## config.mk

```make
export PLATFORM = sky130hd
export DESIGN_NAME = srs_seq
export DESIGN_NICKNAME = d
export VERILOG_FILES = /design/src/srs_pkg.sv /design/src/srs_seq.sv
export SDC_FILE = /design/constraint.sdc
export NUM_CORES = 1
export LEC_CHECK = 0
export BUFFER_PORTS_ARGS = -buffer_cell sky130_fd_sc_hd__clkbuf_2
export CAP_MARGIN = 5
export CORE_ASPECT_RATIO = 1.25
export CORE_MARGIN = 2
export CORE_UTILIZATION = 57
export CTS_BUF_LIST = sky130_fd_sc_hd__clkbuf_16
export DETAILED_ROUTE_END_ITERATION = 7
export PLACE_DENSITY = 0.8
export SYNTH_ARGS = -nofsm -noshare
export SYNTH_HDL_FRONTEND = slang
export SYNTH_SLANG_ARGS = --single-unit
```

## constraint.sdc

```tcl
create_clock -name clk -period 6.5 [get_ports clk]
set_input_delay 0.65 -clock clk [delete_from_list [all_inputs] [get_ports clk]]
set_output_delay 0.65 -clock clk [all_outputs]
set_load 0.01 [all_outputs]
```

## src/srs_pkg.sv

```systemverilog
// srs_pkg: shared types, register codes and the sine table builder for the
// sine row shift raster block. No dependencies; all but srs_if and srs_ram import it.

package srs_pkg;

	localparam int REG_ADDR_W = 5;

	typedef enum logic [2:0] {
		REG_ROW_WIDTH   = 3'd0,
		REG_ROW_COUNT   = 3'd1,
		REG_AMPLITUDE   = 3'd2,
		REG_START_PHASE = 3'd3,
		REG_PHASE_STEP  = 3'd4
	} reg_idx_t;

	typedef struct packed {
		logic [10:0] row_width;
		logic [10:0] row_count;
		logic [11:0] amplitude;
		logic [15:0] start_phase;
		logic [15:0] phase_step;
	} cfg_t;

	// per-item control carried down the pipeline
	typedef struct packed {
		logic valid;
		logic emit;
		logic first;
		logic rlast;
		logic flast;
	} ctl_t;

	// 2*pi in Q30
	localparam longint TWO_PI_Q30 = 64'sd6746518852;

	// (2n)(2n+1) for the Taylor terms n = 1..12
	localparam longint TAYLOR_DIV [12] = '{
		64'sd6, 64'sd20, 64'sd42, 64'sd72, 64'sd110, 64'sd156,
		64'sd210, 64'sd272, 64'sd342, 64'sd420, 64'sd506, 64'sd600
	};

	// sin(2*pi*k/2^lg) in Q1.15 for the first quarter, rounded, saturated.
	// Only evaluated at elaboration to fill the sine table.
	function automatic int quarter_sine(int k, int lg);
		longint x;
		longint x2;
		longint term;
		longint acc;
		longint r;
		x = (TWO_PI_Q30 * longint'(k)) >>> lg;
		x2 = (x * x) >>> 30;
		term = x;
		acc = 0;
		for (int n = 1; n <= 12; n++) begin
			if (n % 2 == 1)
				acc = acc + term;
			else
				acc = acc - term;
			term = ((term * x2) >>> 30) / TAYLOR_DIV[n - 1];
		end
		if (acc < 0)
			acc = 0;
		r = (acc + 64'sd16384) >>> 15;
		if (r > 32767)
			r = 32767;
		return int'(r);
	endfunction

endpackage

```

## src/srs_seq.sv

```systemverilog
// srs_seq: load/emit column counters, row counter and phase accumulator;
// produces the first-stage control and the sine table index.
// Depends on srs_pkg (cfg_t, ctl_t).

module srs_seq #(
	parameter int MAX_WIDTH    = 1024,
	parameter int MAX_ROWS     = 1024,
	parameter int SINE_ENTRIES = 1024
) (
	input  logic                            clk,
	input  logic                            arst_n,
	input  logic                            adv,
	input  logic                            acc,
	input  logic                            action,
	input  srs_pkg::cfg_t                   cfg,
	output srs_pkg::ctl_t                   ctl_s1,
	output logic [$clog2(MAX_WIDTH)-1:0]    col_s1,
	output logic [$clog2(SINE_ENTRIES)-1:0] rom_idx,
	output logic [$clog2(MAX_WIDTH):0]      w
);

	import srs_pkg::*;

	localparam int CW = $clog2(MAX_WIDTH);
	localparam int WW = CW + 1;
	localparam int RW = $clog2(MAX_ROWS);
	localparam int HW = RW + 1;
	localparam int LN = $clog2(SINE_ENTRIES);

	logic [HW-1:0] h;
	logic [CW-1:0] load_col_q;
	logic [CW-1:0] emit_col_q;
	logic [RW-1:0] row_q;
	logic [15:0]   phase_acc_q;

	logic [CW-1:0] lcol;
	logic          lwrap;
	logic [CW-1:0] ecol;
	logic [RW-1:0] row;
	logic          first;
	logic          rlast;
	logic          flast;
	logic [15:0]   phase_cur;

	// zero counts as one, oversize saturates
	always_comb begin
		if (cfg.row_width == '0)
			w = WW'(1);
		else if (32'(cfg.row_width) > MAX_WIDTH)
			w = WW'(MAX_WIDTH);
		else
			w = WW'(cfg.row_width);
		if (cfg.row_count == '0)
			h = HW'(1);
		else if (32'(cfg.row_count) > MAX_ROWS)
			h = HW'(MAX_ROWS);
		else
			h = HW'(cfg.row_count);
	end

	// counters left beyond a shrunken limit restart at zero
	always_comb begin
		lcol      = (WW'(load_col_q) >= w) ? '0 : load_col_q;
		lwrap     = (WW'(lcol) + WW'(1)) >= w;
		ecol      = (WW'(emit_col_q) >= w) ? '0 : emit_col_q;
		row       = (HW'(row_q) >= h) ? '0 : row_q;
		first     = (ecol == '0);
		rlast     = (WW'(ecol) + WW'(1)) >= w;
		flast     = rlast && ((HW'(row) + HW'(1)) >= h);
		phase_cur = (first && row == '0) ? cfg.start_phase : phase_acc_q;
		rom_idx   = phase_cur[15 -: LN];
	end

	always_ff @(posedge clk or negedge arst_n) begin
		if (!arst_n) begin
			load_col_q  <= '0;
			emit_col_q  <= '0;
			row_q       <= '0;
			phase_acc_q <= '0;
		end else if (acc) begin
			if (!action) begin
				load_col_q <= lwrap ? '0 : lcol + CW'(1);
			end else begin
				emit_col_q  <= rlast ? '0 : ecol + CW'(1);
				row_q       <= rlast ? (flast ? '0 : row + RW'(1)) : row;
				phase_acc_q <= rlast ? phase_cur + cfg.phase_step : phase_cur;
			end
		end
	end

	always_ff @(posedge clk or negedge arst_n) begin
		if (!arst_n) begin
			ctl_s1 <= '0;
		end else if (adv) begin
			ctl_s1.valid <= acc;
			if (acc) begin
				ctl_s1.emit  <= action;
				ctl_s1.first <= action && first;
				ctl_s1.rlast <= rlast;
				ctl_s1.flast <= flast;
			end
		end
	end

	always_ff @(posedge clk) begin
		if (acc)
			col_s1 <= action ? ecol : lcol;
	end

	a_phase_reload: assert property (@(posedge clk) disable iff (!arst_n)
		acc && action && first && row == '0 && !rlast |=>
			phase_acc_q == $past(cfg.start_phase))
		else $error("phase not reloaded at frame start");

	a_frame_wrap: assert property (@(posedge clk) disable iff (!arst_n)
		acc && action && flast |=> row_q == '0 && emit_col_q == '0)
		else $error("counters not cleared after last pixel of frame");

	// row and frame flags only mean something on an emit
	a_flags: assert property (@(posedge clk) disable iff (!arst_n)
		ctl_s1.valid && ctl_s1.emit && ctl_s1.flast |-> ctl_s1.rlast)
		else $error("frame end flagged without row end");

endmodule

```

==> flow_summary_export.csv <==
group,metric,value,unit
timing,finalMaxSlewViolations,0,
critical_path,critPathCaptureType,"register",
routing,drt_iter0_drc,287,
timing,rsz0062_at_grt,"false",
final_layout,drive_above_1_share,0.191,
die,rows,40,
synth,ys_ff_latch,61,
cts,clock_path_buffers,2,
global_routing,grt_pass1_wl,23.7,mm
global_routing,grt_pass1_vias,5228,
die,initial_utilization,0.579,
outcome,status,"completed",
synth,synth_area_leaders,"dfrtp_1, ha_1, edfxtp_1, nand2_1, a22o_1",
timing,setup_viol,0,
critical_path,worstSetupPathType,"in -> reg",
timing,hold_viol_final,0,
synth,synth_top_area_frac,0.232,
routing,wl,14.3,mm
power_and_ir_drop,switchingPower,1.28,mW
synth,synthArstFlopShare,0.836,
global_routing,globalRouteOverflowTotal,0,
power_and_ir_drop,pwr-share-clk,0.162,
global_routing,grt_start_max_net_pins,52,
cts,cts_tree,"yes",
routing,wl_per_cell,16.7,µm
timing,worst_slew_pin_slew,0.956,ns
power_and_ir_drop,p_comb_frac,0.616,
synth,synthFlopType,"dfrtp_1",
synth,syn_nets,785,
routing,drtAntennaViolNets,0,
synth,synth_cell_types,57,
global_routing,antenna_found_initial,0,
synth,synthCells,628,
cts,cts-buffers-inserted,9,
placement,io_buffers,94,
synth,synth.cell_area,5510,µm²
die,fp.coreArea,9510,µm²
cts,post-cts-setup-buffers,0,
timing,relSlewSlack,0.363,
die,die_area,10500,µm²
final_layout,syn2layout_area_growth,16.4,%
critical_path,critical_path.max_fanout,18,
cts,numClockSinks,61,
power_and_ir_drop,power_density,451,nW/µm²
placement,dpl.hpwl,11.1,mm
routing,drc,0,
cts,clock_latency,0.33,ns
final_layout,n_antenna_cell,0,
critical_path,cp.required,6.70,ns
synth,synth_top_area_cell,"dfrtp_1",
cts,cts_resized,0,
cts,ctsHoldBuffers,0,
power_and_ir_drop,p_seq_frac,0.222,
timing,clock_skew,0.00787,ns
synth,synth_edf_count,10,
timing,finalSetupTns,0,ns
final_layout,final_nets,878,
power_and_ir_drop,internal-power,1.62,mW
worst_hold_path,hp-class,"in -> async",
power_and_ir_drop,peakVddDrop,333,µV
power_and_ir_drop,leakage,3.20,nW
cts,htree_levels,3,
die,fp.dieW,91.9,µm
critical_path,setup.worst_path.start_class,"input pin",
final_layout,post-route-util,0.674,
flow_run,cap_viol_max_count,0,
global_routing,grt_usage,0.278,
power_and_ir_drop,p_sw_frac,0.442,
critical_path,worstPathArrival,6.00,ns
synth,ys_seq_area_frac,0.286,
die,dieHeight,114,µm
die,io_pins,107,
synth,ys_warn_count,0,
cts,cts_root_buf,"clkbuf_16",
timing,finalCritPeriodShare,0.893,
routing,avgViaCountPerCell,6.13,
synth,synth.avg_cell_area,8.77,µm²
timing,fin_crit,5.80,ns
timing,fmax,172,MHz
routing,drtPass1Iterations,4,
cts,clk_pin_slew,0.05,ns
routing,num_vias,5225,
placement,routabilityCongestion,0.976,
## kinds of logic (layout without fill, tap and decap cells)
kind of cell	after synthesis	after routing	synth area share
AND/OR/NAND/NOR	212	212	0.178
AO/OA/AOI/OAI	164	164	0.207
adder cells (fa/ha/maj)	86	86	0.197
flip-flops	61	61	0.286
buffers and inverters	50	148	0.0350
XOR/XNOR	36	36	0.0572
multiplexers	19	19	0.0393
## power by group through the flow
stage                     Clock (mW)  Combinational [mW]  Sequential (mW)
after floorplan                    0                1.34            0.606
after detailed placement           0                1.76            0.642
after CTS                      0.472                1.77            0.639
after global routing           0.490                1.98            0.656
final                          0.469                1.78            0.643
after global placement             0                1.68            0.634
## cells in the final DEF (no fill, tap or decap), types with 5 or more instances in the layout
cell type and n:
a211oi_1 6, a21o_1 14, a21oi_1 34, a22o_1 26, a31oi_1 8, and2_1 5, and3_1 7, buf_4 7
clkbuf_16 9, clkbuf_2 94, dfrtp_1 51, edfxtp_1 10, ha_1 85, inv_1 30, mux2_2 17, nand2_1 69
nand2b_1 13, nand3_1 24, nor2_1 58, nor2b_1 6, nor3_1 8, nor4_1 8, o21a_1 8, o21ai_0 24
o22ai_1 13, xnor2_1 18, xor2_1 18
## critical path, cell delays in order
cell and delay, ns:
clkbuf_2 0.13, inv_1 0.36, nand2_1 0.25, ha_1 0.37
a211o_1 0.28, nor3_1 0.16, o211ai_1 0.14, nand2_1 0.12
nor2_1 0.08, nor2b_1 0.19, inv_1 0.07, ha_1 0.22
o2111ai_2 0.15, buf_4 0.34, mux2_2 0.37, ha_1 0.30
o21ai_0 0.12, o21ai_0 0.15, o31ai_1 0.33, a31oi_1 0.23
a31oi_1 0.25, xnor2_1 0.14, a2111oi_0 0.47, nor4_1 0.09
## layout make-up
type | count | area, µm²
Clock buffer | 9 | 225
Clock inverter | 7 | 63.8
Fill cell | 790 | 3100
Inverter | 31 | 116
Multi-Input combinational cell | 517 | 3750
Sequential cell | 61 | 1580
Tap cell | 126 | 158
Timing Repair Buffer | 101 | 523
## synth_stat cells, types with 4 or more instances
library cell	instances
o21ai_0	24
inv_1	30
and2_1	5
ha_1	85
buf_2	4
nand2b_1	13
a31oi_1	8
a21oi_1	34
nand3_1	24
dfrtp_1	51
xor2_1	18
o21a_1	8
a21o_1	14
nor4_1	8
nand2_1	69
o22ai_1	13
nor2b_1	6
clkbuf_1	14
xnor2_1	18
nor3_1	8
edfxtp_1	10
and3_1	7
nor2_1	58
a211oi_1	6
mux2_2	17
a22o_1	26
## per-stage QoR
step | power, mW | instance area [µm²] | hold slack (ns) | worst slack [ns] | std cells
6_report | 2.89 | 6410 | 0.425 | 0.699 | 852
5_1_grt | 3.13 | 6410 | 0.501 | 0.383 | 852
4_1_cts | 2.88 | 6410 | 0.466 | 0.736 | 852
3_5_place_dp | 2.40 | 6120 | 0.480 | 0.417 | 836
3_3_place_gp | 2.31 | 6120 | 0.463 | 0.620 | 836
2_1_floorplan | 1.95 | 5510 | 0.354 | 1.10 | 628
## flip-flops by register name, indices dropped and copies added, names as in the netlist
register and flops:
row_q 10, phase_acc_q 16, col_s1 10, load_col_q 10, ctl_s1 5, emit_col_q 10
## per-layer routing
| metal | global-route usage | routed length [µm] | up-vias | part of all wire |
|---|---|---|---|---|
| met3 | 0.0396 | 618 | 24 | 0.043 |
| met2 | 0.519 | 7470 | 161 | 0.52 |
| met1 | 0.328 | 5870 | 2527 | 0.41 |
| met5 | 0 | 0 | - | 0 |
| met4 | 0.0876 | 299 | 0 | 0.021 |
| li1 | - | - | 2513 | - |
## worst paths after layout
path                               start              end  slack (ns)  cells past startpoint
min                               arst_n    load_col_q[1]        0.42                      2
max                              cfg[65]  phase_acc_q[15]        0.70                     24
max in group asynchronous         arst_n    load_col_q[6]        5.62                      2
max reg2reg                emit_col_q[8]  phase_acc_q[15]        1.33                     21
min in group clk               ctl_s1[0]        ctl_s1[0]        0.49                      2
min reg2reg                    ctl_s1[0]        ctl_s1[0]        0.49                      2
(Power assumes the default switching activity.)
