## src/srs_pkg.sv

```systemverilog
// srs_pkg: shared types, register codes and the sine table builder for the
// sine row shift raster block. No dependencies; all but srs_if and srs_ram import it.

package srs_pkg;

	localparam int REG_ADDR_W = 5;

	typedef enum logic [2:0] {
		REG_ROW_WIDTH   = 3'd0,
		REG_ROW_COUNT   = 3'd1,
		REG_AMPLITUDE   = 3'd2,
		REG_START_PHASE = 3'd3,
		REG_PHASE_STEP  = 3'd4
	} reg_idx_t;

	typedef struct packed {
		logic [10:0] row_width;
		logic [10:0] row_count;
		logic [11:0] amplitude;
		logic [15:0] start_phase;
		logic [15:0] phase_step;
	} cfg_t;

	// per-item control carried down the pipeline
	typedef struct packed {
		logic valid;
		logic emit;
		logic first;
		logic rlast;
		logic flast;
	} ctl_t;

	// 2*pi in Q30
	localparam longint TWO_PI_Q30 = 64'sd6746518852;

	// (2n)(2n+1) for the Taylor terms n = 1..12
	localparam longint TAYLOR_DIV [12] = '{
		64'sd6, 64'sd20, 64'sd42, 64'sd72, 64'sd110, 64'sd156,
		64'sd210, 64'sd272, 64'sd342, 64'sd420, 64'sd506, 64'sd600
	};

	// sin(2*pi*k/2^lg) in Q1.15 for the first quarter, rounded, saturated.
	// Only evaluated at elaboration to fill the sine table.
	function automatic int quarter_sine(int k, int lg);
		longint x;
		longint x2;
		longint term;
		longint acc;
		longint r;
		x = (TWO_PI_Q30 * longint'(k)) >>> lg;
		x2 = (x * x) >>> 30;
		term = x;
		acc = 0;
		for (int n = 1; n <= 12; n++) begin
			if (n % 2 == 1)
				acc = acc + term;
			else
				acc = acc - term;
			term = ((term * x2) >>> 30) / TAYLOR_DIV[n - 1];
		end
		if (acc < 0)
			acc = 0;
		r = (acc + 64'sd16384) >>> 15;
		if (r > 32767)
			r = 32767;
		return int'(r);
	endfunction

endpackage

```

## src/srs_regs.sv

```systemverilog
// srs_regs: APB-style configuration register file.
// Depends on srs_pkg (cfg_t, reg_idx_t).

module srs_regs (
	input  logic                            clk,
	input  logic                            arst_n,
	input  logic                            psel,
	input  logic                            penable,
	input  logic                            pwrite,
	input  logic [srs_pkg::REG_ADDR_W-1:0]  paddr,
	input  logic [31:0]                     pwdata,
	output logic [31:0]                     prdata,
	output logic                            pready,
	output srs_pkg::cfg_t                   cfg
);

	import srs_pkg::*;

	cfg_t     cfg_q;
	reg_idx_t idx;
	logic     wr;

	assign idx    = reg_idx_t'(paddr[REG_ADDR_W-1:2]);
	assign wr     = psel && penable && pwrite;
	assign pready = 1'b1;
	assign cfg    = cfg_q;

	always_ff @(posedge clk or negedge arst_n) begin
		if (!arst_n) begin
			cfg_q.row_width   <= 11'd1024;
			cfg_q.row_count   <= 11'd1024;
			cfg_q.amplitude   <= '0;
			cfg_q.start_phase <= '0;
			cfg_q.phase_step  <= '0;
		end else if (wr) begin
			unique case (idx)
				REG_ROW_WIDTH:   cfg_q.row_width   <= pwdata[10:0];
				REG_ROW_COUNT:   cfg_q.row_count   <= pwdata[10:0];
				REG_AMPLITUDE:   cfg_q.amplitude   <= pwdata[11:0];
				REG_START_PHASE: cfg_q.start_phase <= pwdata[15:0];
				REG_PHASE_STEP:  cfg_q.phase_step  <= pwdata[15:0];
				default: ;
			endcase
		end
	end

	always_comb begin
		unique case (idx)
			REG_ROW_WIDTH:   prdata = 32'(cfg_q.row_width);
			REG_ROW_COUNT:   prdata = 32'(cfg_q.row_count);
			REG_AMPLITUDE:   prdata = 32'(cfg_q.amplitude);
			REG_START_PHASE: prdata = 32'(cfg_q.start_phase);
			REG_PHASE_STEP:  prdata = 32'(cfg_q.phase_step);
			default:         prdata = '0;
		endcase
	end

endmodule

```

## config.mk

```make
export PLATFORM = sky130hd
export DESIGN_NAME = srs_regs
export DESIGN_NICKNAME = d
export VERILOG_FILES = /design/src/srs_pkg.sv /design/src/srs_regs.sv
export SDC_FILE = /design/constraint.sdc
export NUM_CORES = 1
export LEC_CHECK = 0
export BUFFER_PORTS_ARGS = -buffer_cell sky130_fd_sc_hd__buf_2
export CORE_ASPECT_RATIO = 0.6
export CORE_MARGIN = 10
export CORE_UTILIZATION = 44
export CTS_BUF_LIST = sky130_fd_sc_hd__clkbuf_8
export CTS_CLUSTER_SIZE = 10
export DETAILED_ROUTE_END_ITERATION = 12
export PLACE_DENSITY = 0.75
export REMOVE_ABC_BUFFERS = 1
export SYNTH_ARGS = -nofsm -noshare
export SYNTH_HDL_FRONTEND = slang
export SYNTH_SLANG_ARGS = --single-unit
```

## constraint.sdc

```tcl
create_clock -name clk -period 0.91 [get_ports clk]
set_input_delay 0.0455 -clock clk [delete_from_list [all_inputs] [get_ports clk]]
set_output_delay 0.0455 -clock clk [all_outputs]
set_load 0.005 [all_outputs]
```

==> flow_summary.json, run 1 <==
{
  "worst-endpoint-arrival_ns": 1.47,
  "final.fill_count": 429,
  "io_buffer_count": 105,
  "largest_net_degree_at_the_start_of_global_routing": 34,
  "track_usage_pct": 20.3,
  "vias_per_cell": 5.31,
  "wl_microns": 11700,
  "drt-pass1-iter-count": 4,
  "cp_slowest_cell": "sky130_fd_sc_hd__dfrtp_1",
  "run_status": "finished with violations",
  "grt_pass1_vias": 3031,
  "synthesis.instances": 231,
  "layout-drive-gt1-share_pct": 67.4,
  "ys_async_sr_fraction_pct": 100,
  "synth.avg_cell_area_sq_um": 13.9,
  "globalRoute.busiestLayer": "met2",
  "cts.sink_count": 66,
  "crit_required_ns": 0.86,
  "rsz0062_at_grt": "true",
  "r2r_cells": 4,
  "clock_insertion_delay_at_the_later_pin_of_the_skew_report_ns": 0.35,
  "route.vias.total": 2790,
  "biggest_fanout_along_the_worst_timing_path": 2,
  "boundaryPins": 141,
  "largest_register_ff_count": 66,
  "ctsLongestPathBuffers": 2,
  "r2r-end": "cfg[39]$_DFFE_PN0P_",
  "overflow": 0,
  "path_cells": "mux2_2 > a32oi_2 > o21ai_2 > buf_2",
  "fmax_mhz": 660,
  "register_clock_pin_slew_on_the_reported_worst_setup_and_hold_paths_ns": 0.07,
  "max_slew_violations": 0,
  "cts_made_buffers": 9,
  "setup_viol": 114,
  "cellLeakagePower_nw": 2.66,
  "netlist_top_cells_area": "sky130_fd_sc_hd__dfrtp_1, sky130_fd_sc_hd__mux2_2, sky130_fd_sc_hd__buf_4",
  "fp-row-count": 23,
  "final_core_util_pct": 76.2,
  "cts.htree.levels": 3,
  "path_class": "flip-flop to output pin",
  "cp_slowest_stage_delay_ns": 0.40,
  "dp.final_hpwl_microns": 7850,
  "cts_tree": "done",
  "grt_util_met2_pct": 33.3,
  "met1_usage_pct": 24.1,
  "die_area_sq_mm": 0.0112,
  "yosys.cell_count.top_type": "sky130_fd_sc_hd__mux2_2",
  "starting_drc_count_in_detailed_routing": 223,
  "dp.cells": 465,
  "crit-reg2reg-launch": "cfg[39]$_DFFE_PN0P_",
  "die_h_microns": 86.1,
  "final.setup.worst_slack_ns": -0.605,
  "timing.hold.worst.class": "input port to asynchronous set/reset pin",
  "ys_top_cells_by_count": "sky130_fd_sc_hd__mux2_2, sky130_fd_sc_hd__dfrtp_1, sky130_fd_sc_hd__buf_4, sky130_fd_sc_hd__a32oi_1, sky130_fd_sc_hd__o21ai_0",
  "postSynthRegisterBits": 66,
  "yosys.cell_types.count": 28,
  "num_antenna_cells": 0,
  "root_buffer_cell": "sky130_fd_sc_hd__clkbuf_8",
  "power_density_mw_per_mm2": 1920,
  "element_type_at_the_critical_path_start": "flip-flop",
  "antenna_found_initial": 0,
  "setup.reg_to_reg.worst_slack_ns": -0.20,
  "ys_dominant_reg_cell": "sky130_fd_sc_hd__dfrtp_1",
  "max_cap_viol_count": 0,
  "timing.final.crit_share_pct": 167,
  "core_region_area_sq_mm": 0.00688,
  "gpl.final_weighted_congestion": 0.867,
  "synth_enable_flop_cells": 0,
  "post-synth-top-area-fraction_pct": 50.0,
  "nNetsFinal": 476,
  "synth_area_leader_cell": "sky130_fd_sc_hd__dfrtp_1",
  "setup.worst_path.end_class": "output pin",
  "route.detailed.drc": 0,
  "synth.yosys.seq_area_share_pct": 51.7,
  "synth_warn": 0,
  "violations_in_the_final_reports": "setup timing",
  "grt_util_met3_pct": 8.91,
  "final.setup_skew_ns": 0,
  "power.ir.vdd_worst_uv": 1160,
  "area_growth_syn_to_fin_pct": 63.6,
  "synth_area_sq_mm": 0.00320,
  "die_x_microns": 130,
  "fin_crit_ns": 1.52,
  "antenna_left": 0,
  "route.detailed.wl_per_inst_microns": 22.2,
  "count_of_final_hold_check_violations": 0,
  "global_route_wire_length_before_repair_microns": 17400,
  "finalNonFillerCells": 525,
  "initial_utilization_pct": 46.6
}
[layer usage]
metal	wire [microns]	part of all wire [%]	vias up
li1	-	-	1233
met1	4610	40	1410
met2	5640	48	127
met3	1250	11	20
met4	159	1.4	0
met5	0	0	-
[metrics by stage]
step | power, mW | worst slack (ns) | setup TNS, ns | hold WS [ns] | cell area, sq um
floorplan | 4.85 | -0.652 | -27.91 | -0.250 | 3030
global placement | 6.31 | -0.388 | -27.90 | -0.112 | 4140
detailed placement | 6.40 | -0.452 | -30.68 | -0.110 | 4140
CTS | 9.67 | -0.590 | -13.62 | 0.0319 | 4990
global route | 10.6 | -0.678 | -20.07 | 0.0417 | 5240
finish | 10.1 | -0.605 | -15.51 | 0.0457 | 5240
[layout by cell type, fill, tap and decap left out, drive strengths merged, types with 2 or more instances in the layout]
master,count
buf,192
mux2,78
dfrtp,64
conb,17
dlygate4sd3,17
o21ai,11
a32oi,11
a22oi,10
clkbuf,10
a22o,5
inv,3
nor2,3
nand2,2
and2b,2
nor3b,2
dfstp,2
clkinv,2
[repair_timing]
action,4_1_cts,5_1_grt
gates resized for setup,98,37
setup endpoints to repair,130,116
pin swaps,4,4
endpoints found under the hold margin,122,0
hold buffers,17,0
setup buffers,14,21
[how the worst max path moves through the flow]
| stage | start | to | slack [ns] | cells past startpoint |
|---|---|---|---|---|
| floorplan | paddr[4] | cfg[44]$_DFFE_PN0P_ | -0.65 | 3 |
| global placement | paddr[2] | cfg[3]$_DFFE_PN0P_ | -0.39 | 5 |
| detailed placement | paddr[2] | cfg[15]$_DFFE_PN0P_ | -0.45 | 5 |
| CTS | cfg[39]$_DFFE_PN0P_ | prdata[7] | -0.59 | 4 |
| global route | cfg[39]$_DFFE_PN0P_ | prdata[7] | -0.68 | 4 |
| finish | cfg[39]$_DFFE_PN0P_ | prdata[7] | -0.61 | 4 |
[cell type report]
type	count	area, sq um	share of cell area (%)
flip-flops and latches	66	1650	31.6
well taps	87	109	2.08
clock buffers	10	138	2.63
repair buffers	209	1790	34.2
clock inverters	5	47.5	0.908
inverters	1	3.75	0.0717
multi-input cells	147	1490	28.5
[critical path: cells and delay by family (launching register included)]
family / cells / cell delay [ns]
buf+inv: 1 / 0.14
flops: 1 / 0.40
compound gates: 2 / 0.31
mux: 1 / 0.27
[logic make-up after synthesis]
family,share of synthesized area [%]
AO/OA/AOI/OAI,8.71
flip-flops,51.7
multiplexers,28.6
AND/OR/NAND/NOR,3.67
other,0.235
buffers and inverters,7.11
[power by group]
part           switching (mW)  internal [mW]
Sequential              0.490           3.52
Clock                    1.11           1.30
Combinational            1.26           2.39
Power figures use the tool's default switching activity.
==> run 2: changes to the inputs <==
--- a/config.mk
+++ b/config.mk
@@ -14,6 +14,7 @@
 export DETAILED_ROUTE_END_ITERATION = 12
 export PLACE_DENSITY = 0.75
 export REMOVE_ABC_BUFFERS = 1
+export SETUP_SLACK_MARGIN = 0.2
 export SYNTH_ARGS = -nofsm -noshare
 export SYNTH_HDL_FRONTEND = slang
 export SYNTH_SLANG_ARGS = --single-unit
==> run 2 against run 1 <==
Against the previous run:
- the run ends with hold timing, setup timing left
- register-to-register slack got worse by 0.06 ns
- die area unchanged
- sequential power about the same
- clock power about the same
- total power increased by 2.3%
- highest routed layer unchanged
- final cell count decreased by 0.76%
- design area increased by 2.2%
- sequential cell count unchanged
- count of clock-buffer cells in the layout unchanged
- largest cell class unchanged
- critical path depth unchanged
- maximum frequency decreased by 0.63%
- routed wire length increased by 4.6%
- largest power group unchanged
==> flow_summary.json, run 2 (synthesis results as in run 1) <==
{
  "regArea_sq_mm": 0.00165,
  "fmax_mhz": 656,
  "multiInputGateArea_sq_mm": 0.00160,
  "timing.hold.worst.class": "input port to flip-flop",
  "rsz0062_at_grt": "true",
  "clock_insertion_delay_at_the_later_pin_of_the_skew_report_ns": 0.35,
  "cp_slowest_cell": "sky130_fd_sc_hd__dfrtp_1",
  "largest_register_ff_count": 66,
  "cp_slowest_stage_delay_ns": 0.42,
  "global_route_wire_length_before_repair_microns": 17700,
  "nNetsFinal": 471,
  "wl_microns": 12200,
  "violations_in_the_final_reports": "hold timing, setup timing",
  "timing.final.crit_share_pct": 168,
  "dp.final_hpwl_microns": 7850,
  "cts_made_buffers": 9,
  "worst-endpoint-arrival_ns": 1.48,
  "ctsLongestPathBuffers": 2,
  "antenna_found_initial": 1,
  "die_h_microns": 86.1,
  "route.detailed.drc": 0,
  "initial_utilization_pct": 46.6,
  "max_slew_violations": 0,
  "power_density_mw_per_mm2": 1930,
  "layout-drive-gt1-share_pct": 70.2,
  "die_area_sq_mm": 0.0112,
  "final.setup_skew_ns": 0,
  "final.setup.worst_slack_ns": -0.615,
  "die_x_microns": 130,
  "root_buffer_cell": "sky130_fd_sc_hd__clkbuf_8",
  "grt_pass1_vias": 3070,
  "cts.sink_count": 66,
  "gpl.final_weighted_congestion": 0.867,
  "setup_viol": 144,
  "track_usage_pct": 20.7,
  "crit_required_ns": 0.86,
  "power.ir.vdd_worst_uv": 1310,
  "cellLeakagePower_nw": 2.73,
  "largest_net_degree_at_the_start_of_global_routing": 34,
  "vias_per_cell": 5.34,
  "route.vias.total": 2784,
  "dpl-instance-area_sq_mm": 0.00414,
  "run_status": "finished with violations",
  "overflow": 0,
  "count_of_final_hold_check_violations": 11,
  "area_growth_syn_to_fin_pct": 67.2,
  "drt-pass1-iter-count": 4,
  "final.fill_count": 423,
  "fp-row-count": 23,
  "holdWs_ns": -0.0499,
  "final_cell_mix": "sky130_fd_sc_hd__buf_6, sky130_fd_sc_hd__buf_2, sky130_fd_sc_hd__dfrtp_1",
  "fin_crit_ns": 1.53,
  "timing.critical_path.buf_inv": 1,
  "element_type_at_the_critical_path_start": "flip-flop",
  "cts_tree": "done",
  "kind_of_cell_adding_the_most_delay_to_the_critical_path": "flip-flops",
  "setup.worst_path.end_class": "output pin",
  "hold_buffer_count_at_cts": 4,
  "register_clock_pin_slew_on_the_reported_worst_setup_and_hold_paths_ns": 0.07,
  "final_cell_area_sq_mm": 0.00535,
  "io_buffer_count": 105,
  "path_cells": "mux2_2 > a32oi_2 > o21ai_1 > buf_2",
  "core_region_area_sq_mm": 0.00688,
  "starting_drc_count_in_detailed_routing": 184,
  "boundaryPins": 141,
  "path_class": "flip-flop to output pin",
  "antenna_left": 0,
  "max_cap_viol_count": 0,
  "biggest_fanout_along_the_worst_timing_path": 2,
  "final_core_util_pct": 77.8,
  "layout_commonest_cell": "sky130_fd_sc_hd__buf_6",
  "totalPowerFinal_mw": 10.3,
  "route.detailed.wl_per_inst_microns": 23.4,
  "cts.htree.levels": 3
}
run 2: cell types whose count changed in the layout (fill, tap and decap cells not counted), sizes merged:
cell,previous run,this run
dlygate4sd3,17,4
diode,0,1
buf,192,200
run 2: through the flow:
stage	instances	worst slack, ns	TNS, ns
after floorplan	214	-0.652	-27.91
after global placement	465	-0.388	-27.90
after detailed placement	465	-0.452	-30.68
after CTS	499	-0.590	-13.82
after global routing	521	-0.639	-24.80
final	521	-0.615	-20.79
run 2: path summary, 6_finish.rpt:
| kind | from | end | slack (ns) | depth (start not counted) |
|---|---|---|---|---|
| max in group asynchronous | arst_n | cfg[65]$_DFFE_PN1P_ | 0.31 | 3 |
| hold / removal | pwdata[15] | cfg[31]$_DFFE_PN0P_ | -0.05 | 2 |
| setup / recovery | cfg[39]$_DFFE_PN0P_ | prdata[7] | -0.62 | 4 |
| min in group asynchronous | arst_n | cfg[22]$_DFFE_PN0P_ | 0.04 | 2 |
| hold reg to reg | cfg[36]$_DFFE_PN0P_ | cfg[36]$_DFFE_PN0P_ | 0.54 | 1 |
| setup reg to reg | cfg[39]$_DFFE_PN0P_ | cfg[39]$_DFFE_PN0P_ | -0.26 | 4 |
run 2: routing by layer:
metal,global-route usage [%],wire [microns],vias up
met5,0,0,-
met3,7.99,1180,22
met4,8.03,263,0
li1,-,-,1213
met1,24.5,5010,1406
met2,33.2,5740,143
run 2: worst reg2reg max path: stages (launching register included):
cell,delay (ns)
sky130_fd_sc_hd__dfrtp_1,0.42
sky130_fd_sc_hd__buf_4,0.15
sky130_fd_sc_hd__buf_6,0.10
sky130_fd_sc_hd__buf_6,0.10
sky130_fd_sc_hd__mux2_2,0.27
run 2: report_power, final:
part | switching [mW] | internal (mW)
registers | 0.506 | 3.52
logic | 1.30 | 2.55
clock network | 1.13 | 1.30
run 2: final cells by class:
class                           instances  area share (%)
Clock buffer                           10            2.57
Antenna cell                            1          0.0467
Timing Repair Buffer                  204            33.6
Multi-Input combinational cell        147            29.9
Sequential cell                        66            30.9
Tap cell                               87            2.03
Clock inverter                          5           0.888
Inverter                                1          0.0701
run 2: timing repair:
action / in CTS / in global routing
setup endpoints to repair: 148 / 148
cloned: 1 / 0
pin swaps: 4 / 7
endpoints found under the hold margin: 116 / 15
gates resized for setup: 130 / 40
setup buffers: 14 / 21
